### config.mk
export PLATFORM = sky130hd
export DESIGN_NAME = wfma_div
export DESIGN_NICKNAME = d
export VERILOG_FILES = /design/src/wfma_pkg.sv /design/src/wfma_div.sv
export SDC_FILE = /design/constraint.sdc
export NUM_CORES = 1
export LEC_CHECK = 0
export ABC_AREA = 1
export BUFFER_PORTS_ARGS = -buffer_cell sky130_fd_sc_hd__buf_2
export CELL_PAD_IN_SITES_DETAIL_PLACEMENT = 0
export CELL_PAD_IN_SITES_GLOBAL_PLACEMENT = 1
export CORE_AREA = 2 2 165 328
export DETAILED_ROUTE_END_ITERATION = 16
export DIE_AREA = 0 0 167 330
export HOLD_SLACK_MARGIN = 0.15
export PLACE_DENSITY_LB_ADDON = 0.2
export SLEW_MARGIN = 20
export SYNTH_ARGS = -nofsm -noshare
export SYNTH_HDL_FRONTEND = slang
export SYNTH_SLANG_ARGS = --single-unit
### constraint.sdc
create_clock -name i_clk -period 11 [get_ports i_clk]
set_clock_uncertainty 0.05 [all_clocks]
set_input_delay 1.65 -clock i_clk [delete_from_list [all_inputs] [get_ports i_clk]]
set_output_delay 1.65 -clock i_clk [all_outputs]
set_load 0.05 [all_outputs]
### src/wfma_pkg.sv
package wfma_pkg;

    localparam int FRAME_SAMPLES = 512;
    localparam int MAX_WINDOW    = 16;
    localparam int HIST_DEPTH    = MAX_WINDOW * FRAME_SAMPLES;

    localparam int SAMPLE_W = 16;
    localparam int WIN_W    = 5;
    localparam int SUM_W    = 32;
    localparam int SPOS_W   = $clog2(FRAME_SAMPLES);
    localparam int SLOT_W   = (MAX_WINDOW > 1) ? $clog2(MAX_WINDOW) : 1;
    localparam int HELD_W   = $clog2(MAX_WINDOW + 2);
    localparam int HIST_AW  = $clog2(HIST_DEPTH);

    // dividend width below saturation: sum < 2^16 * window
    localparam int QX_W     = SAMPLE_W + $clog2(MAX_WINDOW);
    localparam int RECIP_K  = QX_W + HELD_W;
    localparam int RECIP_W  = RECIP_K + 1;

    localparam logic [WIN_W-1:0]    WIN_RESET  = 5'd8;
    localparam logic [SAMPLE_W-1:0] SAMPLE_MAX = 16'hFFFF;

endpackage

### src/wfma_div.sv
module wfma_div (
    input  logic                                i_clk,
    input  logic                                i_en,
    input  logic [wfma_pkg::QX_W-1:0]           i_dividend,
    input  logic [wfma_pkg::HELD_W-1:0]         i_divisor,
    output logic [wfma_pkg::SAMPLE_W-1:0]       o_quotient
);

    localparam int TAB_N  = 2 ** wfma_pkg::HELD_W;
    localparam int PROD_W = wfma_pkg::QX_W + wfma_pkg::RECIP_W;

    logic [wfma_pkg::RECIP_W-1:0] recip_tab [TAB_N];
    logic [wfma_pkg::QX_W-1:0]    r_x;
    logic [wfma_pkg::RECIP_W-1:0] r_recip;
    logic [PROD_W-1:0]            product;

    // ceil(2^k / d) for every legal divisor
    for (genvar g = 0; g < TAB_N; g++) begin : g_recip
        if (g >= 1 && g <= wfma_pkg::MAX_WINDOW) begin : g_used
            localparam logic [wfma_pkg::RECIP_W-1:0] RC = wfma_pkg::RECIP_W'(
                ((64'd1 << wfma_pkg::RECIP_K) + 64'(g) - 64'd1) / 64'(g));
            assign recip_tab[g] = RC;
        end else begin : g_unused
            assign recip_tab[g] = '0;
        end
    end

    always_ff @(posedge i_clk) begin
        if (i_en) begin
            r_x     <= i_dividend;
            r_recip <= recip_tab[i_divisor];
        end
    end

    assign product    = PROD_W'(r_x) * PROD_W'(r_recip);
    assign o_quotient = product[wfma_pkg::RECIP_K +: wfma_pkg::SAMPLE_W];

endmodule

==> metrics.cfg <==
[timing]
setup_viol = 0
slew_viol_final = 0
min_period_ns = 9.090
hold_viol = 0
rsz0062_at_grt = false
setup_slack_ns = 1.910
final.setup.tns_ns = 0
fmax_mhz = 110.0
fin_crit_sh = 0.8264
worst_slew_pin_slew_ns = 1.144
slew_headroom = 0.2374

[critical_path]
cpPeakStageDelay_ns = 1.07
crit_type = register to output port
cp_data_arrival_time_ns = 7.39
worstPathCellList = nand2_1 > fa_1 > fa_1 > fa_1 > inv_1 > fa_1 > fa_1 > fa_1 > inv_1 > fa_1 > inv_1 > ha_1 > nand2_1 > nor2_1 > inv_2 > nor3_2 > nand3_1 > or2_1 > nand2_1 > nand2_1 > nand2_1 > buf_2
crit_path_top_delay_cell = edfxtp_1
end_kind = output port
startpoint_type = register
required_ns = 9.30
cpMostUsedCell = fa_1
crit_fanout = 23

[grt]
grt.busiest_layer = met2
grtUsageMet2 = 0.4676
overflow = 0
track_usage = 0.2427
grt_pass1_wl_mm = 98.02
antenna_found_initial = 0
grt_max_degree = 44
use_met1 = 0.2599
grt_pass1_vias = 16241
use_met3 = 0.01534

[placement]
dp.final_hpwl_mm = 52.89
portBuffers = 42
pre_cts_slack_ns = 2.295
place.gp.congestion = 0.9164

[cells_and_area]
utilization = 0.3681
final_common_cell = inv_1
fin_nets = 2892
area_delta_synth_final_pct = 6.421
drive_gt1_frac = 0.04487
final_cell_mix = inv_1, nand2_1, fa_1
insertedDiodeCount = 0

[clocking]
hold_buffers = 0
post_cts_buffers = 0
clk_pin_slew_ns = 0.10
cts_tree = done
cts_sinks = 43
cts_buffers = 5
root_buffer = clkbuf_16
h-tree-depth = 2
cts_buffer_depth = 2
cts_resized = 0

[run]
max-cap-violations = 0

[synthesis]
synth-seq-cells = 43
netlist.area_leader.share = 0.4614
netlist_instances = 2320
synth_area_leaders = fa_1, inv_1, nand2_1, ha_1, edfxtp_1
synth.distinct_cells = 36
yosysTopAreaCell = fa_1
syn_area_sq_um = 18180
syn_nets = 2895
yosysSeqAreaShare = 0.07103
avgSynthCellArea_sq_um = 7.836
synth_warnings = 0

[floorplan]
coreArea_sq_um = 52560
dieArea_sq_um = 55110
initial_utilization = 0.3459
dieWidth_um = 167
die_y_um = 330
io_pins = 43
row_count = 119

[routing]
via_per_inst = 4.770
ant_nets = 0
vias = 14228
avgRoutedWirePerCell_um = 21.32
drc = 0
firstDrtPassIters = 5
first_iter_violations = 718
drt-total-wl_mm = 63.60

[min_path]
min_path_cells = 1
hp-start = i_dividend[12]
holdPathEnd = r_x[12]$_DFFE_PP_
hold_class = input port to register

[status]
status = completed

## kinds of logic (layout without fill, tap and decap cells)
kind of cell | count (synthesis) | count (layout) | synth area share
adder cells (fa/ha/maj) | 548 | 548 | 0.5502
XOR/XNOR | 12 | 12 | 0.005781
buffers and inverters | 812 | 810 | 0.1685
flip-flops | 43 | 43 | 0.07103
AO/OA/AOI/OAI | 99 | 99 | 0.03083
AND/OR/NAND/NOR | 806 | 806 | 0.1737
## layout make-up
type / count / area, sq um
clock buffer: 5 / 125.1
clock inverter: 3 / 47.55
fill: 5582 / 33210
inverter: 724 / 2718
multi-input combinational: 1465 / 13830
sequential: 43 / 1291
tap: 665 / 832.0
timing repair buffer: 78 / 508.0
## Yosys cell counts, drive strengths merged
| cell type | n |
|---|---|
| xor2 | 8 |
| nand3b | 1 |
| o21bai | 11 |
| a31oi | 2 |
| a21o | 4 |
| nand4 | 12 |
| edfxtp | 43 |
| o21ai | 25 |
| fa | 419 |
| clkinv | 1 |
| ha | 129 |
| o22ai | 2 |
| nand2 | 649 |
| xnor2 | 4 |
| o21a | 2 |
| a31o | 1 |
| nor4 | 2 |
| clkbuf | 72 |
| a21oi | 47 |
| and2 | 1 |
| o211ai | 2 |
| inv | 723 |
| buf | 16 |
| nand3 | 39 |
| nor3 | 8 |
| or2 | 1 |
| a21boi | 2 |
| nor2 | 93 |
| a221oi | 1 |
## sequential cells by signal, summed over array words and instances, names as in the netlist
signal,cells
r_recip,23
r_x,20
## per-layer routing
layer | vias up | wire [um]
li1 | 6532 | -
met1 | 7258 | 22430
met2 | 315 | 35280
met3 | 123 | 1749
met4 | 0 | 4144
met5 | - | 0
## worst max-delay path by stage
stage | from | end | slack, ns | depth (start not counted)
floorplan | r_recip[21]$_DFFE_PP_ | o_quotient[0] | 3.11 | 23
global placement | r_x[5]$_DFFE_PP_ | o_quotient[10] | 2.22 | 23
detailed placement | r_x[5]$_DFFE_PP_ | o_quotient[6] | 2.30 | 22
CTS | r_x[5]$_DFFE_PP_ | o_quotient[6] | 1.86 | 22
global route | r_x[11]$_DFFE_PP_ | o_quotient[12] | 1.61 | 23
finish | r_x[5]$_DFFE_PP_ | o_quotient[6] | 1.91 | 22
## through the flow
stage                     cells  area, sq um  hold slack (ns)
after floorplan            2320        18180            1.699
after global placement     2973        19130            1.776
after detailed placement   2973        19130            1.779
after CTS                  2981        19300            1.401
after global routing       2983        19350            1.416
final                      2983        19350            1.417
## critical path: cells and delay by family (launching register included)
kind	cells	cell delay (ns)
adders and majority gates	8	4.16
and+or+nand+nor	9	1.25
DFF	1	1.07
buffers and inverters	5	0.53
Power is not shown: default switching activity piles up to over one toggle a cycle in this logic, so the estimate is an artifact.
